**src/rtl/lbr_pkg.sv**
```systemverilog
package lbr_pkg;

  // fixed sizes of the datapath
  localparam int unsigned BLOCK_LEN_DEF = 128;
  localparam int unsigned PHASES_DEF    = 64;
  localparam int unsigned TAPS          = 8;
  localparam int unsigned HIST_DEPTH    = 8;
  localparam int unsigned LOBES         = 3;
  localparam int unsigned SMP_W         = 16;
  localparam int unsigned WGT_W         = 16;
  localparam int unsigned PROD_W        = 32;
  localparam int unsigned SUM_W         = 35;
  localparam int unsigned WSUM_W        = 19;
  localparam int unsigned CNT_W         = 8;
  localparam int unsigned IRATE_W       = 18;
  localparam int unsigned ORATE_W       = 16;
  localparam int unsigned AGE_W         = 3;
  localparam int unsigned DIST_W        = 10;

  // shared divider
  localparam int unsigned NUM_W   = 36;
  localparam int unsigned DEN_W   = 20;
  localparam int unsigned QUO_W   = 16;
  localparam int unsigned QB_W    = 5;
  localparam logic [QB_W-1:0] STEP_QB = 5'd5;
  localparam logic [QB_W-1:0] RND_QB  = 5'd16;

  // rate limits
  localparam logic [IRATE_W-1:0] IN_RATE_MIN  = 18'd8000;
  localparam logic [IRATE_W-1:0] IN_RATE_MAX  = 18'd192000;
  localparam logic [ORATE_W-1:0] OUT_RATE_MIN = 16'd8000;
  localparam logic [ORATE_W-1:0] OUT_RATE_MAX = 16'd64000;

  // register map, word index
  localparam logic [1:0] REG_INPUT_RATE  = 2'd0;
  localparam logic [1:0] REG_OUTPUT_RATE = 2'd1;
  localparam logic [1:0] REG_MONO_INPUT  = 2'd2;

  localparam logic [63:0] PI_Q30  = 64'd3373259426;
  localparam longint      ONE_Q30 = 64'sd1073741824;

  typedef struct packed {
    logic signed [SMP_W-1:0] left_sample;
    logic signed [SMP_W-1:0] right_sample;
    logic                    block_end;
  } lbr_in_t;

  typedef struct packed {
    logic signed [SMP_W-1:0] out_left;
    logic signed [SMP_W-1:0] out_right;
    logic                    block_done;
    logic                    run_last;
  } lbr_out_t;

  typedef logic [TAPS-1:0][WGT_W-1:0] lbr_row_t;

  typedef struct packed {
    logic signed [PROD_W-1:0] prod_l;
    logic signed [PROD_W-1:0] prod_r;
    logic signed [WGT_W-1:0]  wt;
  } lbr_lane_t;

  typedef struct packed {
    logic signed [SUM_W-1:0]  sl;
    logic signed [SUM_W-1:0]  sr;
    logic signed [WSUM_W-1:0] w;
  } lbr_sum_t;

  typedef struct packed {
    logic             start;
    logic [NUM_W-1:0] num;
    logic [DEN_W-1:0] den;
    logic [QB_W-1:0]  qbits;
  } lbr_div_req_t;

  typedef struct packed {
    logic             busy;
    logic             done;
    logic             ovf;
    logic [QUO_W-1:0] quo;
    logic [DEN_W-1:0] rem;
  } lbr_div_rsp_t;

  // elaboration-time arithmetic for the kernel table

  function automatic logic [63:0] lbr_udiv(input logic [63:0] a, input logic [63:0] b,
                                           input logic want_rem);
    logic [64:0] r;
    logic [63:0] q;
    r = '0;
    q = '0;
    for (int i = 63; i >= 0; i--) begin
      r = {r[63:0], a[i]};
      if (r >= {1'b0, b}) begin
        r    = r - {1'b0, b};
        q[i] = 1'b1;
      end
    end
    return want_rem ? r[63:0] : q;
  endfunction

  function automatic longint lbr_sin_quadrant(input logic [63:0] x);
    longint      sum;
    logic [63:0] term;
    sum  = longint'(x);
    term = x;
    for (int n = 1; n <= 7; n++) begin
      term = (((term * x) >> 30) * x) >> 30;
      term = lbr_udiv(term, 64'((2 * n) * (2 * n + 1)), 1'b0);
      if (n % 2 == 1) sum = sum - longint'(term);
      else sum = sum + longint'(term);
    end
    if (sum < 0) sum = 0;
    if (sum > ONE_Q30) sum = ONE_Q30;
    return sum;
  endfunction

  function automatic longint lbr_sin_pi_ratio(input logic [63:0] s, input logic [63:0] n);
    logic [63:0] r;
    logic        neg;
    logic [63:0] theta;
    longint      v;
    r   = lbr_udiv(s, n << 1, 1'b1);
    neg = (r >= n);
    if (neg) r = r - n;
    if ((r << 1) > n) r = n - r;
    theta = lbr_udiv(PI_Q30 * r + (n >> 1), n, 1'b0);
    v     = lbr_sin_quadrant(theta);
    return neg ? -v : v;
  endfunction

  function automatic longint lbr_sinc(input logic [63:0] s, input logic [63:0] n);
    logic [63:0] x;
    logic [63:0] mag;
    logic [63:0] q;
    longint      v;
    if (s == 0) return ONE_Q30;
    x   = lbr_udiv(PI_Q30 * s + (n >> 1), n, 1'b0);
    v   = lbr_sin_pi_ratio(s, n);
    mag = (v < 0) ? 64'(-v) : 64'(v);
    q   = lbr_udiv((mag << 30) + (x >> 1), x, 1'b0);
    return (v < 0) ? -longint'(q) : longint'(q);
  endfunction

  function automatic logic [WGT_W-1:0] lbr_kernel(input int p, input int k, input int phases);
    int          t;
    int          at;
    longint      prod;
    logic [63:0] mag;
    logic [63:0] q;
    logic [WGT_W-1:0] val;
    t   = int'(LOBES) * phases + p - k * phases;
    at  = (t < 0) ? -t : t;
    val = '0;
    if (at < int'(LOBES) * phases) begin
      prod = lbr_sinc(64'(at), 64'(phases)) * lbr_sinc(64'(at), 64'(int'(LOBES) * phases));
      mag  = (prod < 0) ? 64'(-prod) : 64'(prod);
      q    = (mag + (64'd1 << 44)) >> 45;
      if (q > 64'd32767) q = 64'd32767;
      val = (prod < 0) ? WGT_W'(-q) : WGT_W'(q);
    end
    return val;
  endfunction

endpackage

```
**src/rtl/lbr_merge.sv**
```systemverilog
module lbr_merge
  import lbr_pkg::*;
(
  input  logic      clk,
  input  lbr_lane_t lanes [HIST_DEPTH],
  output lbr_sum_t  sums
);

  lbr_sum_t acc;
  lbr_sum_t sums_r;

  always_comb begin
    acc = '0;
    for (int i = 0; i < HIST_DEPTH; i++) begin
      acc.sl = acc.sl + SUM_W'(lanes[i].prod_l);
      acc.sr = acc.sr + SUM_W'(lanes[i].prod_r);
      acc.w  = acc.w + WSUM_W'(lanes[i].wt);
    end
  end

  always_ff @(posedge clk) begin
    sums_r <= acc;
  end

  assign sums = sums_r;

endmodule

```
**config.mk**
```make
export PLATFORM = sky130hd
export DESIGN_NAME = lbr_merge
export DESIGN_NICKNAME = d
export VERILOG_FILES = /design/src/rtl/lbr_pkg.sv /design/src/rtl/lbr_merge.sv
export SDC_FILE = /design/constraint.sdc
export NUM_CORES = 1
export LEC_CHECK = 0
export BUFFER_PORTS_ARGS = -buffer_cell sky130_fd_sc_hd__buf_2
export CORE_AREA = 4 4 283 285
export CTS_BUF_LIST = sky130_fd_sc_hd__clkbuf_8 sky130_fd_sc_hd__clkbuf_16
export CTS_CLUSTER_DIAMETER = 40
export CTS_CLUSTER_SIZE = 10
export DETAILED_ROUTE_END_ITERATION = 6
export DIE_AREA = 0 0 287 289
export MAX_ROUTING_LAYER = met4
export SLEW_MARGIN = 20
export SYNTH_ARGS = -nofsm -noshare
export SYNTH_HDL_FRONTEND = slang
export SYNTH_SLANG_ARGS = --single-unit
```
**constraint.sdc**
```tcl
create_clock -name clk -period 10.5 [get_ports clk]
set_input_delay 1.575 -clock clk [delete_from_list [all_inputs] [get_ports clk]]
set_output_delay 1.575 -clock clk [all_outputs]
set_load 0.03 [all_outputs]
```
# After elaboration in Yosys (flattened, before gate mapping)
# Index checks and enable logic that the tools add are counted.
# Widths: inputs -> output; s select.
# classes
n_addsub	21
# op_table
cell	count
$add 35x32->35	8
$add 19x16->19	4
$add 34x32->35	2
$add 33x32->34	2
$add 32x32->33	2
$add 18x16->19	1
$add 17x16->18	1
$add 16x16->17	1
# word_totals
input_bits	641
wordCells	24
ff_bits	89

# Depth between registers and ports, before layout
# depth
depth_word	7
ltp_mapped	19

# Worst setup path after synthesis
# No wires, ideal clock.
# synth_path
path_type	input to register
startpoint	input port lanes[258] in the netlist's numbering
endpoint	register sums_r, in the netlist sums[51]
path_stages	18
required_time_ns	10.405
n_path_buf	0
setup_time_ns	0.095
t_arrival_ns	5.951
slack_ns	4.454
path_cell_list	inv_1 > fa_1 > inv_1 > fa_1 > fa_1 > inv_1 > fa_1 > inv_1 > ha_1 > fa_1 > a211oi_1 > nor2_1 > o31a_2 > a31oi_1 > o31a_2 > o21a_2 > a31oi_1 > o311ai_1
# synth_rtl
item	line_no	source
start, declared	lbr_merge.sv:5	input lbr_lane_t lanes [HIST_DEPTH],
end signal, assigned	lbr_merge.sv:22	sums_r <= acc;
end, declared	lbr_merge.sv:10	lbr_sum_t sums_r;

==> results.md <==
| Quantity | Reported | Unit |
| --- | --- | --- |
| Post-Syn Area per Cell | 9.12 | sq um |
| Flip-flop and latch area | 0.00178 | sq mm |
| Maximum vdd drop | 154 | uV |
| Initial antenna violation count | 6 | - |
| Critical Setup Path Class | in -> reg | - |
| Number of buffers added for setup after CTS | 0 | - |
| CTS sink count | 89 | - |
| Layout fillers | 8232 | - |
| Max-cap violations | 0 | - |
| Nets in the synthesized netlist | 3374 | - |
| Standard-cell row count | 102 | - |
| Final design utilization | 32.1 | % |
| Residual DRC | 0 | - |
| H-tree level count | 3 | - |
| Fraction of synthesized cell area taken by the top area cell type | 49.8 | % |
| Count of TritonRoute iterations in the first routing pass | 4 | - |
| DR WL/cell | 14.6 | um |
| Maximum number of pins on one net before global-route repair | 15 | - |
| CTS tree | yes | - |
| Vias after detailed routing | 15.5k | - |
| Final hold slack | 1.52 | ns |
| Height of the die | 289 | um |
| Cell Count, Final, Fillers Out | 3926 | - |
| Net Switching | 4.65 | mW |
| Total global-route track usage | 14.0 | % |
| Total gr overflow | 0 | - |
| Post-synthesis cell count | 2155 | - |
| Total power draw | 8.59 | mW |
| Ys flop type | sky130_fd_sc_hd__dfxtp_1 | - |
| Total clock buffers created by CTS | 9 | - |
| Fraction of layout instances using a drive strength above 1 | 26.5 | % |
| Proportion of total power due to net switching | 54.1 | % |
| Initial drt markers | 580 | - |
| Total routed wirelength | 57.3 | mm |
| Number of distinct library cell variants in the gate-level netlist after synthesis | 67 | - |
| Leading cell type in the layout, fill and taps excluded | sky130_fd_sc_hd__inv_1 | - |
| Worst hold path class | in -> reg | - |
| Combined area of the multi-input logic cells | 0.0141 | sq mm |
| Minimum clock period after layout | 6.24 | ns |
| Final std cell area, no fill | 0.0249 | sq mm |
| Highest-count cells in the layout ignoring fill and taps | sky130_fd_sc_hd__inv_1 (978), sky130_fd_sc_hd__buf_2 (729), sky130_fd_sc_hd__fa_1 (489) | - |
| Count of instances resized after the clock tree is built | 0 | - |
| Vias in the first global route | 16.3k | - |
| Number of flip-flops under the largest register name | 89 | - |
| Core ar. | 0.0773 | sq mm |
| Count of port buffers added during placement | 729 | - |
| Cell leakage power | 14.6 | nW |
| Pre-CTS setup slack | 3.90 | ns |
| Final Wtd Congestion | 0.901 | - |
| Top area cells in the synthesized netlist | sky130_fd_sc_hd__fa_1 (50%), sky130_fd_sc_hd__inv_1 (19%), sky130_fd_sc_hd__dfxtp_1 (9.1%) | - |
| First-pass GRT wire length | 87.0 | mm |
| Fraction of synthesis flops using an asynchronous set or reset pin | 0 | % |
| Number of enable-type register cells in the synthesized netlist | 0 | - |
| Count of final max-slew check failures | 0 | - |
| Clock transition time at the flip-flop clock pins of the worst setup and hold paths | 0.07 | ns |
| DIE AREA | 0.0829 | sq mm |
| Worst-margin pin slew | 0.774 | ns |
| Setup repair after global routing missed its margin | false | - |
| Element type at the critical path end | flip-flop | - |
| Type of element launching the critical path | primary input | - |
| Total placed instance area | 0.0245 | sq mm |
| Power per cell area | 345 | mW/mm^2 |
| Area growth syn-to-layout | 26.4 | % |
| CTS max path bufs | 2 | - |
| Maximum clock frequency | 160 | MHz |
| Starting utilization of the core area | 25.4 | % |
| Root buffer cell | sky130_fd_sc_hd__clkbuf_16 | - |
| Total I/O pin count | 730 | - |
| Most prevalent standard cell on the critical path | sky130_fd_sc_hd__fa_1 | - |
| Final worst-path setup slack | 4.26 | ns |
| Combinational group share of total power | 87.7 | % |
| Cells after DPL | 3905 | - |
| Outcome | complete, no violations | - |
| Setup TNS Final | 0 | ns |
| Die Wd | 287 | um |
| Post-Synthesis Cell Area | 0.0197 | sq mm |
| Crit path largest cell delay | 0.55 | ns |
| Final setup violation count | 0 | - |
| Power share of the sequential group | 8.0 | % |
| Max FO, Critical Path | 5 | - |
| Yosys reg bits | 89 | - |
| Internal power summed over all cells | 3.94 | mW |
| Max_slew headroom | 47.1 | % |
| Portion of the post-synthesis area used by sequential elements | 9.06 | % |
| Hold bufs inserted after CTS | 0 | - |
| Nets | 4095 | - |
| Crit-path slowest cell | sky130_fd_sc_hd__fa_1 | - |
| Count of antenna-violating nets left after detailed routing | 0 | - |
| Data required time of the critical path | 10.78 | ns |
| Biggest area consumer among synthesized cells | sky130_fd_sc_hd__fa_1 | - |
| Post-detailed-route via-to-cell ratio | 3.95 | - |
| Synthesis Warnings | 0 | - |
| Period Utilization, post-route | 59.5 | % |
| Critical path, cell by cell | buf_2 -> inv_1 -> fa_1 -> inv_1 -> fa_1 -> fa_1 -> inv_1 -> fa_1 -> inv_1 -> ha_1 -> fa_1 -> a211oi_1 -> nor2_1 -> o31a_2 -> a31oi_1 -> o31a_2 -> o21a_2 -> a31oi_1 -> o311ai_1 | - |
| Clock power frac | 4.3 | % |
| Count of final hold-check violations | 0 | - |
| Placed wire-length estimate after detailed placement | 54.1 | mm |
| Critical path arrival | 6.52 | ns |
worst max-delay path, delay by kind of cell:
kind	cells	cell delay, ns
AO/OA/AOI/OAI	7	1.85
adder cells (fa/ha/maj)	6	2.64
buffers and inverters	5	0.31
AND/OR/NAND/NOR	1	0.13
final cells by class:
| class | count | share of cell area (%) |
|---|---|---|
| Antenna cell | 6 | 0.0604 |
| Clock buffer | 11 | 1.02 |
| Clock inverter | 4 | 0.206 |
| Inverter | 977 | 14.8 |
| Multi-Input combinational cell | 1070 | 56.9 |
| Sequential cell | 89 | 7.17 |
| Tap cell | 1040 | 5.23 |
| Timing Repair Buffer | 729 | 14.7 |
metal layers:
metal  up-vias  GRT usage [%]  share of wire, %
li1       7479              -                 -
met1      7563           17.8                41
met2       429           23.6                51
met3        37           2.31               5.7
met4         0           2.91               1.6
met5         -              -                 0
cell families (layout without fill, tap and decap cells):
| logic type | count (synthesis) | count (layout) | share of synthesized area, % |
|---|---|---|---|
| other cells | 0 | 6 | 0 |
| simple gates | 176 | 176 | 4.55 |
| fa+ha+maj | 578 | 578 | 55.5 |
| flops | 89 | 89 | 9.06 |
| buf+inv | 996 | 1721 | 19.0 |
| mux | 3 | 3 | 0.159 |
| compound gates | 242 | 242 | 8.60 |
| xor+xnor | 71 | 71 | 3.16 |
power by group through the flow:
stage / clock network, mW / registers [mW] / logic (mW)
5_1_grt: 0.397 / 0.708 / 8.53
4_1_cts: 0.389 / 0.693 / 7.61
2_1_floorplan: 0 / 1.06 / 5.25
3_5_place_dp: 0 / 0.698 / 7.57
3_3_place_gp: 0 / 0.696 / 7.49
6_report: 0.367 / 0.691 / 7.53
final timing paths:
kind                   start       end  slack [ns]  depth (start not counted)
setup / recovery   lanes[18]  sums[51]        4.26                         19
hold / removal    lanes[560]   sums[0]        1.52                          3
cell usage after synthesis (5+ instances only):
cell type                  instances
sky130_fd_sc_hd__ha_1             89
sky130_fd_sc_hd__nor3_1           11
sky130_fd_sc_hd__or3_1             5
sky130_fd_sc_hd__a211oi_1          8
sky130_fd_sc_hd__nor2_1           41
sky130_fd_sc_hd__nand3_1          13
sky130_fd_sc_hd__inv_1           977
sky130_fd_sc_hd__nand4_1          13
sky130_fd_sc_hd__o211ai_1          7
sky130_fd_sc_hd__dfxtp_1          89
sky130_fd_sc_hd__xnor2_1          44
sky130_fd_sc_hd__o21ai_1          15
sky130_fd_sc_hd__o21ai_0          26
sky130_fd_sc_hd__a21oi_1          55
sky130_fd_sc_hd__and3_1            9
sky130_fd_sc_hd__o21bai_1          8
sky130_fd_sc_hd__xor2_1           27
sky130_fd_sc_hd__nand2_1          44
sky130_fd_sc_hd__o21a_1           11
sky130_fd_sc_hd__clkbuf_1         19
sky130_fd_sc_hd__a21o_1           49
sky130_fd_sc_hd__fa_1            489
sky130_fd_sc_hd__a31oi_1          11
sky130_fd_sc_hd__nor2b_1           6
sky130_fd_sc_hd__and4_1            6
sky130_fd_sc_hd__nand2b_1          7
Power figures use the tool's default switching activity.
