$ cat src/rtl/lbr_pkg.sv
package lbr_pkg;

  // fixed sizes of the datapath
  localparam int unsigned BLOCK_LEN_DEF = 128;
  localparam int unsigned PHASES_DEF    = 64;
  localparam int unsigned TAPS          = 8;
  localparam int unsigned HIST_DEPTH    = 8;
  localparam int unsigned LOBES         = 3;
  localparam int unsigned SMP_W         = 16;
  localparam int unsigned WGT_W         = 16;
  localparam int unsigned PROD_W        = 32;
  localparam int unsigned SUM_W         = 35;
  localparam int unsigned WSUM_W        = 19;
  localparam int unsigned CNT_W         = 8;
  localparam int unsigned IRATE_W       = 18;
  localparam int unsigned ORATE_W       = 16;
  localparam int unsigned AGE_W         = 3;
  localparam int unsigned DIST_W        = 10;

  // shared divider
  localparam int unsigned NUM_W   = 36;
  localparam int unsigned DEN_W   = 20;
  localparam int unsigned QUO_W   = 16;
  localparam int unsigned QB_W    = 5;
  localparam logic [QB_W-1:0] STEP_QB = 5'd5;
  localparam logic [QB_W-1:0] RND_QB  = 5'd16;

  // rate limits
  localparam logic [IRATE_W-1:0] IN_RATE_MIN  = 18'd8000;
  localparam logic [IRATE_W-1:0] IN_RATE_MAX  = 18'd192000;
  localparam logic [ORATE_W-1:0] OUT_RATE_MIN = 16'd8000;
  localparam logic [ORATE_W-1:0] OUT_RATE_MAX = 16'd64000;

  // register map, word index
  localparam logic [1:0] REG_INPUT_RATE  = 2'd0;
  localparam logic [1:0] REG_OUTPUT_RATE = 2'd1;
  localparam logic [1:0] REG_MONO_INPUT  = 2'd2;

  localparam logic [63:0] PI_Q30  = 64'd3373259426;
  localparam longint      ONE_Q30 = 64'sd1073741824;

  typedef struct packed {
    logic signed [SMP_W-1:0] left_sample;
    logic signed [SMP_W-1:0] right_sample;
    logic                    block_end;
  } lbr_in_t;

  typedef struct packed {
    logic signed [SMP_W-1:0] out_left;
    logic signed [SMP_W-1:0] out_right;
    logic                    block_done;
    logic                    run_last;
  } lbr_out_t;

  typedef logic [TAPS-1:0][WGT_W-1:0] lbr_row_t;

  typedef struct packed {
    logic signed [PROD_W-1:0] prod_l;
    logic signed [PROD_W-1:0] prod_r;
    logic signed [WGT_W-1:0]  wt;
  } lbr_lane_t;

  typedef struct packed {
    logic signed [SUM_W-1:0]  sl;
    logic signed [SUM_W-1:0]  sr;
    logic signed [WSUM_W-1:0] w;
  } lbr_sum_t;

  typedef struct packed {
    logic             start;
    logic [NUM_W-1:0] num;
    logic [DEN_W-1:0] den;
    logic [QB_W-1:0]  qbits;
  } lbr_div_req_t;

  typedef struct packed {
    logic             busy;
    logic             done;
    logic             ovf;
    logic [QUO_W-1:0] quo;
    logic [DEN_W-1:0] rem;
  } lbr_div_rsp_t;

  // elaboration-time arithmetic for the kernel table

  function automatic logic [63:0] lbr_udiv(input logic [63:0] a, input logic [63:0] b,
                                           input logic want_rem);
    logic [64:0] r;
    logic [63:0] q;
    r = '0;
    q = '0;
    for (int i = 63; i >= 0; i--) begin
      r = {r[63:0], a[i]};
      if (r >= {1'b0, b}) begin
        r    = r - {1'b0, b};
        q[i] = 1'b1;
      end
    end
    return want_rem ? r[63:0] : q;
  endfunction

  function automatic longint lbr_sin_quadrant(input logic [63:0] x);
    longint      sum;
    logic [63:0] term;
    sum  = longint'(x);
    term = x;
    for (int n = 1; n <= 7; n++) begin
      term = (((term * x) >> 30) * x) >> 30;
      term = lbr_udiv(term, 64'((2 * n) * (2 * n + 1)), 1'b0);
      if (n % 2 == 1) sum = sum - longint'(term);
      else sum = sum + longint'(term);
    end
    if (sum < 0) sum = 0;
    if (sum > ONE_Q30) sum = ONE_Q30;
    return sum;
  endfunction

  function automatic longint lbr_sin_pi_ratio(input logic [63:0] s, input logic [63:0] n);
    logic [63:0] r;
    logic        neg;
    logic [63:0] theta;
    longint      v;
    r   = lbr_udiv(s, n << 1, 1'b1);
    neg = (r >= n);
    if (neg) r = r - n;
    if ((r << 1) > n) r = n - r;
    theta = lbr_udiv(PI_Q30 * r + (n >> 1), n, 1'b0);
    v     = lbr_sin_quadrant(theta);
    return neg ? -v : v;
  endfunction

  function automatic longint lbr_sinc(input logic [63:0] s, input logic [63:0] n);
    logic [63:0] x;
    logic [63:0] mag;
    logic [63:0] q;
    longint      v;
    if (s == 0) return ONE_Q30;
    x   = lbr_udiv(PI_Q30 * s + (n >> 1), n, 1'b0);
    v   = lbr_sin_pi_ratio(s, n);
    mag = (v < 0) ? 64'(-v) : 64'(v);
    q   = lbr_udiv((mag << 30) + (x >> 1), x, 1'b0);
    return (v < 0) ? -longint'(q) : longint'(q);
  endfunction

  function automatic logic [WGT_W-1:0] lbr_kernel(input int p, input int k, input int phases);
    int          t;
    int          at;
    longint      prod;
    logic [63:0] mag;
    logic [63:0] q;
    logic [WGT_W-1:0] val;
    t   = int'(LOBES) * phases + p - k * phases;
    at  = (t < 0) ? -t : t;
    val = '0;
    if (at < int'(LOBES) * phases) begin
      prod = lbr_sinc(64'(at), 64'(phases)) * lbr_sinc(64'(at), 64'(int'(LOBES) * phases));
      mag  = (prod < 0) ? 64'(-prod) : 64'(prod);
      q    = (mag + (64'd1 << 44)) >> 45;
      if (q > 64'd32767) q = 64'd32767;
      val = (prod < 0) ? WGT_W'(-q) : WGT_W'(q);
    end
    return val;
  endfunction

endpackage

$ cat src/rtl/lbr_lane.sv
module lbr_lane
  import lbr_pkg::*;
(
  input  logic                     clk,
  input  logic [AGE_W-1:0]         age,
  input  logic signed [DIST_W-1:0] tap_off,
  input  logic [CNT_W-1:0]         m_idx,
  input  lbr_row_t                 row,
  input  logic signed [SMP_W-1:0]  smp_l,
  input  logic signed [SMP_W-1:0]  smp_r,
  output lbr_lane_t                res
);

  logic signed [DIST_W-1:0] tap;
  logic                     hit;
  logic signed [WGT_W-1:0]  wt;
  lbr_lane_t                res_r;

  // tap of the kernel that this history slot falls on
  assign tap = tap_off - $signed({{(DIST_W-AGE_W){1'b0}}, age});
  assign hit = (tap >= 0) && (tap <= $signed(DIST_W'(TAPS - 1)))
             && ({{(CNT_W-AGE_W){1'b0}}, age} <= m_idx);
  assign wt  = hit ? $signed(row[tap[AGE_W-1:0]]) : '0;

  always_ff @(posedge clk) begin
    res_r.prod_l <= wt * smp_l;
    res_r.prod_r <= wt * smp_r;
    res_r.wt     <= wt;
  end

  assign res = res_r;

endmodule

$ cat config.mk
export PLATFORM = sky130hd
export DESIGN_NAME = lbr_lane
export DESIGN_NICKNAME = d
export VERILOG_FILES = /design/src/rtl/lbr_pkg.sv /design/src/rtl/lbr_lane.sv
export SDC_FILE = /design/constraint.sdc
export NUM_CORES = 2
export LEC_CHECK = 0
export BUFFER_PORTS_ARGS = -buffer_cell sky130_fd_sc_hd__clkbuf_2
export CAP_MARGIN = 20
export CORE_MARGIN = 2
export CORE_UTILIZATION = 48
export DETAILED_ROUTE_END_ITERATION = 10
export MAX_ROUTING_LAYER = met4
export PLACE_DENSITY = 0.66
export SYNTH_ARGS = -nofsm -noshare
export SYNTH_HDL_FRONTEND = slang
export SYNTH_SLANG_ARGS = --single-unit
$ cat constraint.sdc
create_clock -name clk -period 15.8 [get_ports clk]
set_input_delay 1.58 -clock clk [delete_from_list [all_inputs] [get_ports clk]]
set_output_delay 1.58 -clock clk [all_outputs]
set_load 0.05 [all_outputs]
## Word level (Yosys, flattened, before mapping)

Index checks and enable logic that the tools add are counted.

- Input bits: 182
- Register bits after elaboration: 80
- Logic and storage cells: 15

- Multiplexer cells: 3
- $add $sub $neg: 1
- $lt $le $gt $ge: 4
- Multiply operators: 2
- Reduce and logical (&&, ||, !) cells: 2

Operators with widths:

| kind | count |
|---|---|
| 16-bit by 16-bit multiplier with 32-bit output | 2 |
| 16-bit binary-select mux with 3-bit select | 1 |
| 16-bit 2-to-1 mux | 2 |
| 10-bit by 1-bit >= comparator with 1-bit output (second input constant) | 1 |
| 10-bit by 4-bit less-or-equal comparator with 1-bit output (second input constant) | 1 |
| 10-bit by 4-bit subtractor with 10-bit output | 1 |
| 3-bit by 8-bit less-or-equal comparator with 1-bit output | 1 |
| 3-bit by 4-bit less-than comparator with 1-bit output (second input constant) | 1 |
| 1-bit logical AND | 2 |

## Longest topological paths before layout

- Word-level depth: 6
- Mapped depth: 33
- Mapped depth without buffers: 30

## Worst setup path after synthesis

No wires, ideal clock.

- Path kind: input to register
- Start point: input tap_off[0]
- End point: register res_r, in the netlist res[79]
- Slack: 6.619 ns
- Library setup time: 0.122 ns
- Stages on the path: 25
- Data arrival time: 9.059 ns
- Buffers on the path: 3
- Required time: 15.678 ns
- Path through: inv_1 -> ha_1 -> fa_1 -> buf_4 -> buf_4 -> mux4_2 -> nand2_1 -> a21oi_2 -> clkbuf_1 -> nand2_1 -> fa_1 -> inv_1 -> fa_1 -> fa_1 -> fa_1 -> fa_1 -> inv_1 -> fa_1 -> inv_1 -> ha_1 -> a2111oi_0 -> o21ai_0 -> o311ai_0 -> a21oi_1 -> a311o_1

- Cells in the longest elaborated chain, start to end: 6

RTL lines:

| what | RTL line | RTL |
|---|---|---|
| from (decl) | lbr_lane.sv:6 | `input logic signed [DIST_W-1:0] tap_off,` |
| 10-bit by 4-bit subtractor with 10-bit output (*) | lbr_lane.sv:20 | `assign tap = tap_off - $signed({{(DIST_W-AGE_W){1'b0}}, age});` |
| 10-bit by 1-bit >= comparator with 1-bit output / 10-bit by 4-bit less-or-equal comparator with 1-bit output (equally long branches) | lbr_lane.sv:21 | `assign hit = (tap >= 0) && (tap <= $signed(DIST_W'(TAPS - 1)))` |
| 1-bit logical AND | lbr_lane.sv:21 |  |
| 1-bit logical AND | lbr_lane.sv:22 | `&& ({{(CNT_W-AGE_W){1'b0}}, age} <= m_idx);` |
| 16-bit 2-to-1 mux (*) | lbr_lane.sv:23 | `assign wt = hit ? $signed(row[tap[AGE_W-1:0]]) : '0;` |
| 16-bit by 16-bit multiplier with 32-bit output (*) | lbr_lane.sv:26 | `res_r.prod_l <= wt * smp_l;` |
| to (decl) | lbr_lane.sv:17 | `lbr_lane_t res_r;` |

Every way passes the cells marked *; elsewhere a longest branch is shown, timed or not. The select of a mux whose other input is x is not followed.

## Worst setup path after layout

- Start point: input age[0]
- End point: register res_r, in the netlist res[79]

- Cells in the longest elaborated chain, start to end: 6

RTL lines:

| what | RTL line | RTL |
|---|---|---|
| from (decl) | lbr_lane.sv:5 | `input logic [AGE_W-1:0] age,` |
| 10-bit by 4-bit subtractor with 10-bit output | lbr_lane.sv:20 |  |
| 10-bit by 1-bit >= comparator with 1-bit output / 10-bit by 4-bit less-or-equal comparator with 1-bit output (equally long branches) | lbr_lane.sv:21 |  |
| 1-bit logical AND | lbr_lane.sv:21 |  |
| 1-bit logical AND | lbr_lane.sv:22 |  |
| 16-bit 2-to-1 mux (*) | lbr_lane.sv:23 |  |
| 16-bit by 16-bit multiplier with 32-bit output (*) | lbr_lane.sv:26 |  |

Marked as above.

==> results.toml <==
[global_routing]
antenna_found_initial = 0
grt_pass1_wl_microns = 96600
grt_pass1_vias = 18375
grt-ovfl-total = 0
grtUsageTotal = 0.257
grt_max_degree = 47

[run_status]
status = "finished, violations left"
violations = "design-rule violations"

[cells_and_area]
fin_util = 0.535
fin_nets = 3518
syn_to_final_growth_pct = 9.75
post_route_cells_drive_above_1_share = 0.135
fin_cells = 3253
antenna_cells = 0
largest_reg_flops = 80

[drt]
dr.pass1.iters = 8
drt_iter0_drc = 863
ant_nets = 0
routed-via-count = 16943
vias_per_cell = 5.21
avgRoutedWirePerCell_microns = 17.5
drc_errors = 8
wl_microns = 56900

[clock_network]
cts_sinks = 80
cts_resized = 0
htreeDepth = 3
numCtsBuffers = 9
cts_hold_buffers = 0
cts_tree = "done"
root_buffer = "clkbuf_16"
post_cts_buffers = 0
clock_path_buffers = 2
clk_pin_slew_ns = 0.07

[worst_hold_path]
hold_start = "smp_r[0]"
worstHoldPathCells = 2
hold_path_class = "in2reg"
min_to = "res[16]"

[yosys]
synth-seq-cells = 80
synth_compound_area_frac = 0.0500
synthTopCellsByArea = "fa_1 46%, inv_1 10%, ha_1 9.3%"
yosysWarnings = 0
yosys.area.top_type_share = 0.462
muxShareOfSynthArea = 0.0331
ys_seq_area_frac = 0.0704
syn_nets = 3320
ys_types = 57
syn-cell-area_sq_um = 22800
yosys.area_share.xor_xnor = 0.0254
synth_area_per_cell_sq_um = 9.31
synth_top_family_by_area = "adder cells"
synthAdderAreaFrac = 0.555
synth_edf_count = 0
yosys.area.top_type = "fa_1"
syn_inst = 2443
synth-main-ff-cell = "dfxtp_1"
synthArstFlopShare = 0
yosys.area_share.simple = 0.147

[sta]
worst_slew_pin_slew_ns = 1.00
drv_slew = 0
grt_setup_unrepaired = "false"
slew_headroom = 0.333
max_freq_mhz = 101
setup_viol = 0
fin_crit_ns = 9.93
fin_hold_ws_ns = 1.68
hold_viol = 0
finalCritPeriodShare = 0.629
setup_tns_ns = 0

[critical_path]
crit_required_ns = 16.07
worstSetupPathType = "in2reg"
arrival_ns = 10.20
start_kind = "input pin"
crit_fanout = 46
cp-end-kind = "register"

[floorplanning]
initial_utilization = 0.488
io_pins = 262
die-area_sq_um = 49200
std_cell_rows = 79
die_y_microns = 222
die_x_microns = 222
core_area_sq_um = 46700

[placement]
dpl.cell_count = 3237
gp_congestion = 0.982
portBuffers = 261
hpwl_microns = 47000

[power]
powerDensity_nw_per_um2 = 34.0
finalPower_mw = 0.849
p_leak_nw = 13.1
peakVddDrop_mv = 0.0505

[flow_run]
drv_cap = 0
[critical path: stages]
cell       delay, ns
clkbuf_2        0.11
ha_1            0.24
fa_1            0.47
a21oi_1         0.19
nor3_1          0.06
a2111o_1        0.77
a21oi_4         0.24
buf_4           0.45
nand2_1         0.16
fa_1            0.56
inv_1           0.14
fa_1            0.87
fa_1            0.52
fa_1            0.50
fa_1            0.49
inv_1           0.05
fa_1            0.47
inv_1           0.04
ha_1            0.32
a2111oi_0       0.45
o21ai_0         0.22
o311ai_0        0.62
a21oi_1         0.23
a311o_1         0.40
[routing by layer]
| layer | global-route usage | wire length (microns) | up-vias |
|---|---|---|---|
| li1 | - | - | 7610 |
| met1 | 0.339 | 24500 | 8862 |
| met2 | 0.431 | 29000 | 405 |
| met3 | 0.0292 | 2280 | 66 |
| met4 | 0.0554 | 1050 | 0 |
| met5 | - | 0 | - |
[cell usage after synthesis, drive strengths merged (13+ instances only)]
| master | instances |
|---|---|
| dfxtp | 80 |
| a21oi | 57 |
| nand2b | 14 |
| ha | 170 |
| clkbuf | 69 |
| fa | 525 |
| nand2 | 305 |
| inv | 612 |
| a21o | 19 |
| o21ai | 36 |
| buf | 26 |
| xnor2 | 53 |
| nor2 | 64 |
| xor2 | 13 |
| mux4 | 32 |
| nor3 | 13 |
| and2 | 254 |
[where the power goes]
part / leakage, nW / total, mW / internal (mW) / switching [mW]
sequential: 0.658 / 0.226 / 0.221 / 0.00485
clock: 0.163 / 0.251 / 0.144 / 0.107
combinational: 12.3 / 0.372 / 0.132 / 0.240
[area by class of cell]
type	count	area, sq um
clock buffer	10	239
timing repair buffer	282	1460
sequential	80	1600
clock inverter	6	91.3
multi-input combinational	1656	18500
inverter	612	2300
tap	607	759
fill	4334	21700
[cell families after synthesis]
kind of cell             Yosys count
AO/OA/AOI/OAI                    175
XOR/XNOR                          66
adder cells (fa/ha/maj)          695
buffers and inverters            707
flip-flops                        80
multiplexers                      35
AND/OR/NAND/NOR                  685
[worst max path at each step]
stage                          start       to  slack (ns)  cells past startpoint
final                         age[0]  res[79]        5.87                     24
after detailed placement      age[0]  res[79]        5.44                     24
after global routing          age[0]  res[79]        5.28                     24
after floorplan           tap_off[0]  res[79]        6.62                     25
after CTS                     age[0]  res[79]        5.85                     24
after global placement        age[0]  res[79]        5.62                     24
[layout by cell type (no fill, tap or decap), drive strengths merged, types with 9 or more instances in the layout]
cell and count:
mux4 32, a211oi 9, nand3 11, inv 613, dfxtp 80, xor2 13
a21o 19, xnor2 53, ha 170, o21ai 36, nand2b 14, nand2 305
a21oi 57, nor3 13, fa 525, nor2 64, buf 21, clkbuf 271
and2 254
[stage by stage]
step | setup slack, ns | cell area [sq um]
finish | 5.87 | 25000
detailed placement | 5.44 | 24600
CTS | 5.85 | 25000
global route | 5.28 | 25000
global placement | 5.62 | 24600
floorplan | 6.62 | 22800
Note: power is estimated with default switching activity, not from simulation.
