## src/rtl/lbr_pkg.sv

```systemverilog
package lbr_pkg;

  // fixed sizes of the datapath
  localparam int unsigned BLOCK_LEN_DEF = 128;
  localparam int unsigned PHASES_DEF    = 64;
  localparam int unsigned TAPS          = 8;
  localparam int unsigned HIST_DEPTH    = 8;
  localparam int unsigned LOBES         = 3;
  localparam int unsigned SMP_W         = 16;
  localparam int unsigned WGT_W         = 16;
  localparam int unsigned PROD_W        = 32;
  localparam int unsigned SUM_W         = 35;
  localparam int unsigned WSUM_W        = 19;
  localparam int unsigned CNT_W         = 8;
  localparam int unsigned IRATE_W       = 18;
  localparam int unsigned ORATE_W       = 16;
  localparam int unsigned AGE_W         = 3;
  localparam int unsigned DIST_W        = 10;

  // shared divider
  localparam int unsigned NUM_W   = 36;
  localparam int unsigned DEN_W   = 20;
  localparam int unsigned QUO_W   = 16;
  localparam int unsigned QB_W    = 5;
  localparam logic [QB_W-1:0] STEP_QB = 5'd5;
  localparam logic [QB_W-1:0] RND_QB  = 5'd16;

  // rate limits
  localparam logic [IRATE_W-1:0] IN_RATE_MIN  = 18'd8000;
  localparam logic [IRATE_W-1:0] IN_RATE_MAX  = 18'd192000;
  localparam logic [ORATE_W-1:0] OUT_RATE_MIN = 16'd8000;
  localparam logic [ORATE_W-1:0] OUT_RATE_MAX = 16'd64000;

  // register map, word index
  localparam logic [1:0] REG_INPUT_RATE  = 2'd0;
  localparam logic [1:0] REG_OUTPUT_RATE = 2'd1;
  localparam logic [1:0] REG_MONO_INPUT  = 2'd2;

  localparam logic [63:0] PI_Q30  = 64'd3373259426;
  localparam longint      ONE_Q30 = 64'sd1073741824;

  typedef struct packed {
    logic signed [SMP_W-1:0] left_sample;
    logic signed [SMP_W-1:0] right_sample;
    logic                    block_end;
  } lbr_in_t;

  typedef struct packed {
    logic signed [SMP_W-1:0] out_left;
    logic signed [SMP_W-1:0] out_right;
    logic                    block_done;
    logic                    run_last;
  } lbr_out_t;

  typedef logic [TAPS-1:0][WGT_W-1:0] lbr_row_t;

  typedef struct packed {
    logic signed [PROD_W-1:0] prod_l;
    logic signed [PROD_W-1:0] prod_r;
    logic signed [WGT_W-1:0]  wt;
  } lbr_lane_t;

  typedef struct packed {
    logic signed [SUM_W-1:0]  sl;
    logic signed [SUM_W-1:0]  sr;
    logic signed [WSUM_W-1:0] w;
  } lbr_sum_t;

  typedef struct packed {
    logic             start;
    logic [NUM_W-1:0] num;
    logic [DEN_W-1:0] den;
    logic [QB_W-1:0]  qbits;
  } lbr_div_req_t;

  typedef struct packed {
    logic             busy;
    logic             done;
    logic             ovf;
    logic [QUO_W-1:0] quo;
    logic [DEN_W-1:0] rem;
  } lbr_div_rsp_t;

  // elaboration-time arithmetic for the kernel table

  function automatic logic [63:0] lbr_udiv(input logic [63:0] a, input logic [63:0] b,
                                           input logic want_rem);
    logic [64:0] r;
    logic [63:0] q;
    r = '0;
    q = '0;
    for (int i = 63; i >= 0; i--) begin
      r = {r[63:0], a[i]};
      if (r >= {1'b0, b}) begin
        r    = r - {1'b0, b};
        q[i] = 1'b1;
      end
    end
    return want_rem ? r[63:0] : q;
  endfunction

  function automatic longint lbr_sin_quadrant(input logic [63:0] x);
    longint      sum;
    logic [63:0] term;
    sum  = longint'(x);
    term = x;
    for (int n = 1; n <= 7; n++) begin
      term = (((term * x) >> 30) * x) >> 30;
      term = lbr_udiv(term, 64'((2 * n) * (2 * n + 1)), 1'b0);
      if (n % 2 == 1) sum = sum - longint'(term);
      else sum = sum + longint'(term);
    end
    if (sum < 0) sum = 0;
    if (sum > ONE_Q30) sum = ONE_Q30;
    return sum;
  endfunction

  function automatic longint lbr_sin_pi_ratio(input logic [63:0] s, input logic [63:0] n);
    logic [63:0] r;
    logic        neg;
    logic [63:0] theta;
    longint      v;
    r   = lbr_udiv(s, n << 1, 1'b1);
    neg = (r >= n);
    if (neg) r = r - n;
    if ((r << 1) > n) r = n - r;
    theta = lbr_udiv(PI_Q30 * r + (n >> 1), n, 1'b0);
    v     = lbr_sin_quadrant(theta);
    return neg ? -v : v;
  endfunction

  function automatic longint lbr_sinc(input logic [63:0] s, input logic [63:0] n);
    logic [63:0] x;
    logic [63:0] mag;
    logic [63:0] q;
    longint      v;
    if (s == 0) return ONE_Q30;
    x   = lbr_udiv(PI_Q30 * s + (n >> 1), n, 1'b0);
    v   = lbr_sin_pi_ratio(s, n);
    mag = (v < 0) ? 64'(-v) : 64'(v);
    q   = lbr_udiv((mag << 30) + (x >> 1), x, 1'b0);
    return (v < 0) ? -longint'(q) : longint'(q);
  endfunction

  function automatic logic [WGT_W-1:0] lbr_kernel(input int p, input int k, input int phases);
    int          t;
    int          at;
    longint      prod;
    logic [63:0] mag;
    logic [63:0] q;
    logic [WGT_W-1:0] val;
    t   = int'(LOBES) * phases + p - k * phases;
    at  = (t < 0) ? -t : t;
    val = '0;
    if (at < int'(LOBES) * phases) begin
      prod = lbr_sinc(64'(at), 64'(phases)) * lbr_sinc(64'(at), 64'(int'(LOBES) * phases));
      mag  = (prod < 0) ? 64'(-prod) : 64'(prod);
      q    = (mag + (64'd1 << 44)) >> 45;
      if (q > 64'd32767) q = 64'd32767;
      val = (prod < 0) ? WGT_W'(-q) : WGT_W'(q);
    end
    return val;
  endfunction

endpackage

```

## src/rtl/lbr_div.sv

```systemverilog
module lbr_div
  import lbr_pkg::*;
(
  input  logic         clk,
  input  logic         rst_n,
  input  lbr_div_req_t req,
  output lbr_div_rsp_t rsp
);

  logic             busy_r, busy_nxt;
  logic [QB_W-1:0]  cnt_r, cnt_nxt;
  logic [NUM_W-1:0] num_r, num_nxt;
  logic [DEN_W-1:0] den_r, den_nxt;
  logic [DEN_W-1:0] rem_r, rem_nxt;
  logic [QUO_W-1:0] quo_r, quo_nxt;
  logic             ovf_r, ovf_nxt;

  logic [NUM_W-1:0] head;
  logic [DEN_W:0]   trial;
  logic [5:0]       bit_idx;
  logic             fin;

  assign fin     = busy_r && (cnt_r == '0);
  assign bit_idx = {1'b0, cnt_r - 5'd1};
  assign trial   = {rem_r, num_r[bit_idx]};
  assign head    = req.num >> req.qbits;

  always_comb begin
    busy_nxt = busy_r;
    cnt_nxt  = cnt_r;
    num_nxt  = num_r;
    den_nxt  = den_r;
    rem_nxt  = rem_r;
    quo_nxt  = quo_r;
    ovf_nxt  = ovf_r;
    if (req.start) begin
      busy_nxt = 1'b1;
      cnt_nxt  = req.qbits;
      num_nxt  = req.num;
      den_nxt  = req.den;
      rem_nxt  = DEN_W'(head);
      quo_nxt  = '0;
      ovf_nxt  = (head >= NUM_W'(req.den));
    end else if (fin) begin
      busy_nxt = 1'b0;
    end else if (busy_r) begin
      // one restoring step per cycle
      if (trial >= {1'b0, den_r}) begin
        rem_nxt = DEN_W'(trial - {1'b0, den_r});
        quo_nxt = {quo_r[QUO_W-2:0], 1'b1};
      end else begin
        rem_nxt = DEN_W'(trial);
        quo_nxt = {quo_r[QUO_W-2:0], 1'b0};
      end
      cnt_nxt = cnt_r - 5'd1;
    end
  end

  always_ff @(posedge clk) begin
    if (!rst_n) begin
      busy_r <= 1'b0;
      cnt_r  <= '0;
    end else begin
      busy_r <= busy_nxt;
      cnt_r  <= cnt_nxt;
    end
    num_r <= num_nxt;
    den_r <= den_nxt;
    rem_r <= rem_nxt;
    quo_r <= quo_nxt;
    ovf_r <= ovf_nxt;
  end

  assign rsp.busy = busy_r;
  assign rsp.done = fin;
  assign rsp.ovf  = ovf_r;
  assign rsp.quo  = quo_r;
  assign rsp.rem  = rem_r;

endmodule

```

## config.mk

```make
export PLATFORM = sky130hd
export DESIGN_NAME = lbr_div
export DESIGN_NICKNAME = d
export VERILOG_FILES = /design/src/rtl/lbr_pkg.sv /design/src/rtl/lbr_div.sv
export SDC_FILE = /design/constraint.sdc
export NUM_CORES = 1
export LEC_CHECK = 0
export BUFFER_PORTS_ARGS = -buffer_cell sky130_fd_sc_hd__buf_2
export CAP_MARGIN = 20
export CORE_MARGIN = 2
export CORE_UTILIZATION = 30
export CTS_CLUSTER_DIAMETER = 40
export CTS_CLUSTER_SIZE = 20
export DETAILED_ROUTE_END_ITERATION = 10
export GPL_TIMING_DRIVEN = 1
export PLACE_DENSITY = 0.6
export SETUP_SLACK_MARGIN = 0.02
export SLEW_MARGIN = 20
export SYNTH_ARGS = -nofsm -noshare
export SYNTH_HDL_FRONTEND = slang
export SYNTH_SLANG_ARGS = --single-unit
```

## constraint.sdc

```tcl
create_clock -name clk -period 4.3 [get_ports clk]
set_input_delay 0.43 -clock clk [delete_from_list [all_inputs] [get_ports clk]]
set_output_delay 0.43 -clock clk [all_outputs]
set_load 0.005 [all_outputs]
```

---- Yosys cells after proc, flatten, opt, wreduce, memory -nomap -nowiden ----
Index checks and enable logic that the tools add are counted.
W data, S select, Z words.
storage, ports and cells
  bits of input ports ..................... 64
  bits in registers ....................... 95
cells by class
  muxes and demuxes ....................... 12
  add/sub/neg operators ................... 2
  $lt $le $gt $ge ......................... 3
  reduce and logical (&&, ||, !) cells .... 6
  shift operators ......................... 1
  equal/unequal tests ..................... 1
  bitwise logic cells ..................... 1
operators by type and width
  cell                   number
  $mux W20               4
  $ge A36 B20 Y1         1
  $shr A36 B5 Y36        1
  $ge A21 B20 Y1         1
  $sub A20 B20 Y20       1
  $mux W5                3
  $lt A5 B7 Y1 const B   1
  $bmux W1 S5            1
  $logic_not A5 Y1       1
  $sub A5 B1 Y5 const B  1
  $mux W1                4
  $reduce_and A2 Y1      2
  $reduce_bool A2 Y1     2
  $ne A2 B2 Y1 const B   1
  $logic_and A1 B1 Y1    1
  $not A1 Y1             1

---- Longest topological paths before layout ----
  depth in word-level cells ............... 8
  mapped depth ............................ 17

---- Least setup slack after synthesis ----
No wires, ideal clock.
  kind .................................... register to register
  start point ............................. reg cnt_r[0]
  end point ............................... reg rem_r[18] (data pin)
  path slack .............................. 109 ps
  stages on the path, launching flop included .. 18
  setup time .............................. 260 ps
  data arrival time ....................... 3930 ps
  path through ............................ dfxtp_1 > buf_4 > inv_1 > ha_1 > clkbuf_1 > mux4_2 > mux4_2 > mux2i_1 > ha_1 > inv_1 > fa_1 > a211oi_1 > o21bai_1 > a21oi_1 > o311ai_0 > xor2_1 > o21ai_0 > a2bb2oi_1
between the ends
  cells in the longest elaborated chain, start to end .. 8
RTL lines
  element                                             line                          RTL
  from (decl)                                         lbr_div.sv:11                 logic [QB_W-1:0] cnt_r, cnt_nxt;
  from (signal assigned)                              lbr_div.sv:65                 cnt_r <= cnt_nxt;
  $sub A5 B1 Y5 *                                     lbr_div.sv:24                 assign bit_idx = {1'b0, cnt_r - 5'd1};
  $bmux W1 S5 *                                       lbr_div.sv:25                 assign trial = {rem_r, num_r[bit_idx]};
  $mux W1 (implied by the code) *                     lbr_div.sv:25
  $sub A20 B20 Y20 or $ge A21 B20 Y1 (tied branches)  lbr_div.sv:49, lbr_div.sv:48
  $mux W20 *                                          lbr_div.sv:48                 if (trial >= {1'b0, den_r}) begin
  $mux W20 *                                          lbr_div.sv:46                 end else if (busy_r) begin
  $mux W20 *                                          lbr_div.sv:44                 end else if (fin) begin
  $mux W20 *                                          lbr_div.sv:36                 if (req.start) begin
  named net rem_nxt[18]                               lbr_div.sv:14                 logic [DEN_W-1:0] rem_r, rem_nxt;
  to (signal assigned)                                lbr_div.sv:69                 rem_r <= rem_nxt;
  to (decl)                                           lbr_div.sv:14
Mark *: on every way through the listed nets, which the timed path passes. The rest lies on a longest branch. The select of a mux whose other input is x is not followed.
A chain may end at the register's enable or synchronous reset.

---- Final worst setup path ----
  start point ............................. reg cnt_r[1]
  end point ............................... reg rem_r[16] (data pin)
The elaborated chain is that of the path after synthesis.

==> results.sh <==
export IMPL_outcome="finished, final reports clean"
export IMPL_antenna_left=0
export IMPL_grt_pass1_vias=6172
export IMPL_regArea_um2=2633
export IMPL_endpoint_kind="register"
export IMPL_grt_max_degree=50
export IMPL_cp_data_arrival_time_ps=4070
export IMPL_drive_gt1_share_pct=23.84
export IMPL_power_density_nw_per_um2=386.0
export IMPL_grt_pass1_wl_um=35340
export IMPL_core_um2=24960
export IMPL_clock_sinks=95
export IMPL_cp_required_ps=4410
export IMPL_fin_crit_ps=3960
export IMPL_hold_class="primary input to register"
export IMPL_rsz0062_at_grt="no"
export IMPL_min_from="req[7]"
export IMPL_finalSetupViolCount=0
export IMPL_nFillCells=2599
export IMPL_fmax_ghz=0.2525
export IMPL_synth_compound_area_share_pct=18.01
export IMPL_first_pass_iters=5
export IMPL_synth_top_area_share_pct=28.97
export IMPL_io_buffers=102
export IMPL_peakVddDrop_mv=0.1730
export IMPL_multiInputGateArea_um2=4476
export IMPL_r2r_setup_slack_ps=340
export IMPL_maxSlewHeadroom_pct=30.02
export IMPL_routed_wl_um=22660
export IMPL_final_cells=1194
export IMPL_synth_edff_count=73
export IMPL_cap_violations=0
export IMPL_grt_usage_pct=17.29
export IMPL_synth_warnings=0
export IMPL_finalHoldViolCount=0
export IMPL_wire_per_inst_um=18.98
export IMPL_start_util_pct=30.31
export IMPL_pin_count=103
export IMPL_synth_area_um2=7567
export IMPL_syn_inst=770
export IMPL_fin_crit_sh_pct=92.10
export IMPL_cts_tree="yes"
export IMPL_die_h_um=162.8
export IMPL_place_hpwl_um=17700
export IMPL_synthAdderAreaFrac_pct=7.044
export IMPL_min_path_cells=1
export IMPL_dp_cells=1178
export IMPL_ys_ff_latch=95
export IMPL_reg2reg_to="rem_r[16]"
export IMPL_leakage_nw=3.592
export IMPL_route_vias_total=6480
export IMPL_synth_area_leader_cell="edfxtp_1"
export IMPL_clkTransAtPathRegs_ps=80
export IMPL_synth_top_family_by_area="multiplexers"
export IMPL_tns_ps=0
export IMPL_area_delta_synth_final_pct=15.56
export IMPL_grt_overflow=0
export IMPL_slew_violations=0
export IMPL_synth_simple_area_share_pct=12.50
export IMPL_n_antenna_cell=0
export IMPL_synth_nets=876
export IMPL_dieWidth_um=162.8
export IMPL_synthMuxAreaShare_pct=19.03
export IMPL_antenna_found_initial=0
export IMPL_clock_latency_ps=360
export IMPL_start_kind="register"
export IMPL_avgSynthCellArea_um2=9.828
export IMPL_drc=0
export IMPL_async_flop_share_pct=0
export IMPL_cts_inserted_buffers=9
export IMPL_nNetsFinal=965
export IMPL_crit_type="register to register"
export IMPL_synth_flop_cell="edfxtp_1"
export IMPL_tightest_slew_ps=1049
export IMPL_synth_xor_area_share_pct=2.199
export IMPL_layout_common_cells="nand2_1 (101), buf_2 (101), edfxtp_1 (73)"
export IMPL_cts_root_buf="clkbuf_16"
export IMPL_r2r_cells=17
export IMPL_synth_seq_area_share_pct=34.79
export IMPL_floorplan_rows=58
export IMPL_clock_skew_final_ps=5.175
export IMPL_r2r_start="cnt_r[1]"
export IMPL_holdPathEnd="den_r[2]"
export IMPL_die_area_um2=26510
export IMPL_synth_area_leaders="edfxtp_1 (29%), mux4_2 (12%), ha_1 (6.8%)"
export IMPL_path_max_fanout=9
export IMPL_gp_congestion=0.9040
export IMPL_synth_cell_types=73
export IMPL_cts_max_level=3
export IMPL_drt_iter0_drc=599
export IMPL_viasPerCell=5.427
export IMPL_clk_path_buf_depth=2
[per-layer routing]
| metal | track usage, % | vias to the layer above | share of wire [%] |
|---|---|---|---|
| li1 | - | 3069 | - |
| met1 | 23.18 | 3142 | 44 |
| met2 | 28.26 | 235 | 48 |
| met3 | 3.183 | 34 | 6.5 |
| met4 | 5.551 | 0 | 1.9 |
| met5 | 0 | - | 0 |
[power by group]
group	leakage, nW	total (mW)	internal, mW	switching (mW)
Sequential	0.897	1.18	1.11	0.0712
Clock	0.145	0.825	0.413	0.412
Combinational	2.55	1.37	0.598	0.771
Total	3.59	3.38	2.12	1.25
[cells in the mapped netlist (all sizes together), types with 10 or more instances]
| master | instances |
|---|---|
| inv | 50 |
| mux2i | 29 |
| mux4 | 44 |
| clkbuf | 22 |
| nand3 | 16 |
| mux2 | 11 |
| ha | 41 |
| nor2 | 51 |
| buf | 29 |
| edfxtp | 73 |
| dfxtp | 22 |
| a31oi | 18 |
| a211oi | 10 |
| a21oi | 56 |
| nand2 | 101 |
| o21ai | 49 |
| xnor2 | 13 |
[worst max-delay path: stages (launching register included)]
cell and delay, ps:
dfxtp_1 360, inv_1 80, ha_4 330, mux4_2 320, mux4_2 480, mux2i_1 150
buf_4 150, ha_1 150, inv_1 50, fa_1 400, a211oi_2 270, buf_4 150
o21ai_0 80, o211a_1 160, o22ai_2 190, o311ai_0 170, o211ai_1 130, a2bb2oi_1 90
[per-stage QoR]
step | instance area (µm²) | total power, mW | util (%) | hold slack, ps | setup slack (ps)
after global routing | 8745 | 3.577 | 35.03 | 247.5 | 90.73
after CTS | 8717 | 3.376 | 34.92 | 247.0 | 62.42
after floorplan | 7567 | 2.108 | - | 452.7 | 109.3
after detailed placement | 8417 | 2.544 | 33.72 | 455.7 | 75.73
after global placement | 8417 | 2.533 | 33.72 | 445.1 | 152.7
final | 8745 | 3.375 | 35.03 | 259.5 | 339.6
[layout make-up]
cell class | instances | share of cell area, %
Inverter | 52 | 2.232
Multi-Input combinational cell | 572 | 51.18
Tap cell | 330 | 4.722
Clock buffer | 9 | 2.575
Timing Repair Buffer | 129 | 8.327
Sequential cell | 95 | 30.10
Clock inverter | 7 | 0.8585
[state kept, by name (all words and copies together) (netlist names)]
name    count
den_r      20
rem_r      20
cnt_r       5
num_r      32
busy_r      1
ovf_r       1
quo_r      16
[repair_timing]
action                                  in CTS  in global routing
gates resized for setup                      0                  5
endpoints found under the hold margin        0                  0
hold buffers                                 0                  0
setup buffers                                0                  0
endpoints found under the setup margin       0                  6
[worst max-delay path by stage]
stage / start / to / slack (ps) / cells after the start
floorplan: cnt_r[0] / rem_r[18] / 110 / 17
global placement: cnt_r[1] / rem_r[16] / 150 / 17
detailed placement: cnt_r[1] / rem_r[16] / 80 / 17
CTS: cnt_r[1] / rem_r[16] / 60 / 17
global route: cnt_r[1] / rem_r[16] / 90 / 17
finish: cnt_r[1] / rem_r[16] / 340 / 17
[logic make-up after synthesis]
| group | Yosys count |
|---|---|
| adders and majority gates | 42 |
| xor gates and xnor gates | 19 |
| DFF | 95 |
| muxes | 84 |
| buffers and inverters | 103 |
| AOI/OAI and AO/OA | 212 |
| and+or+nand+nor | 215 |
(Power assumes the default switching activity.)
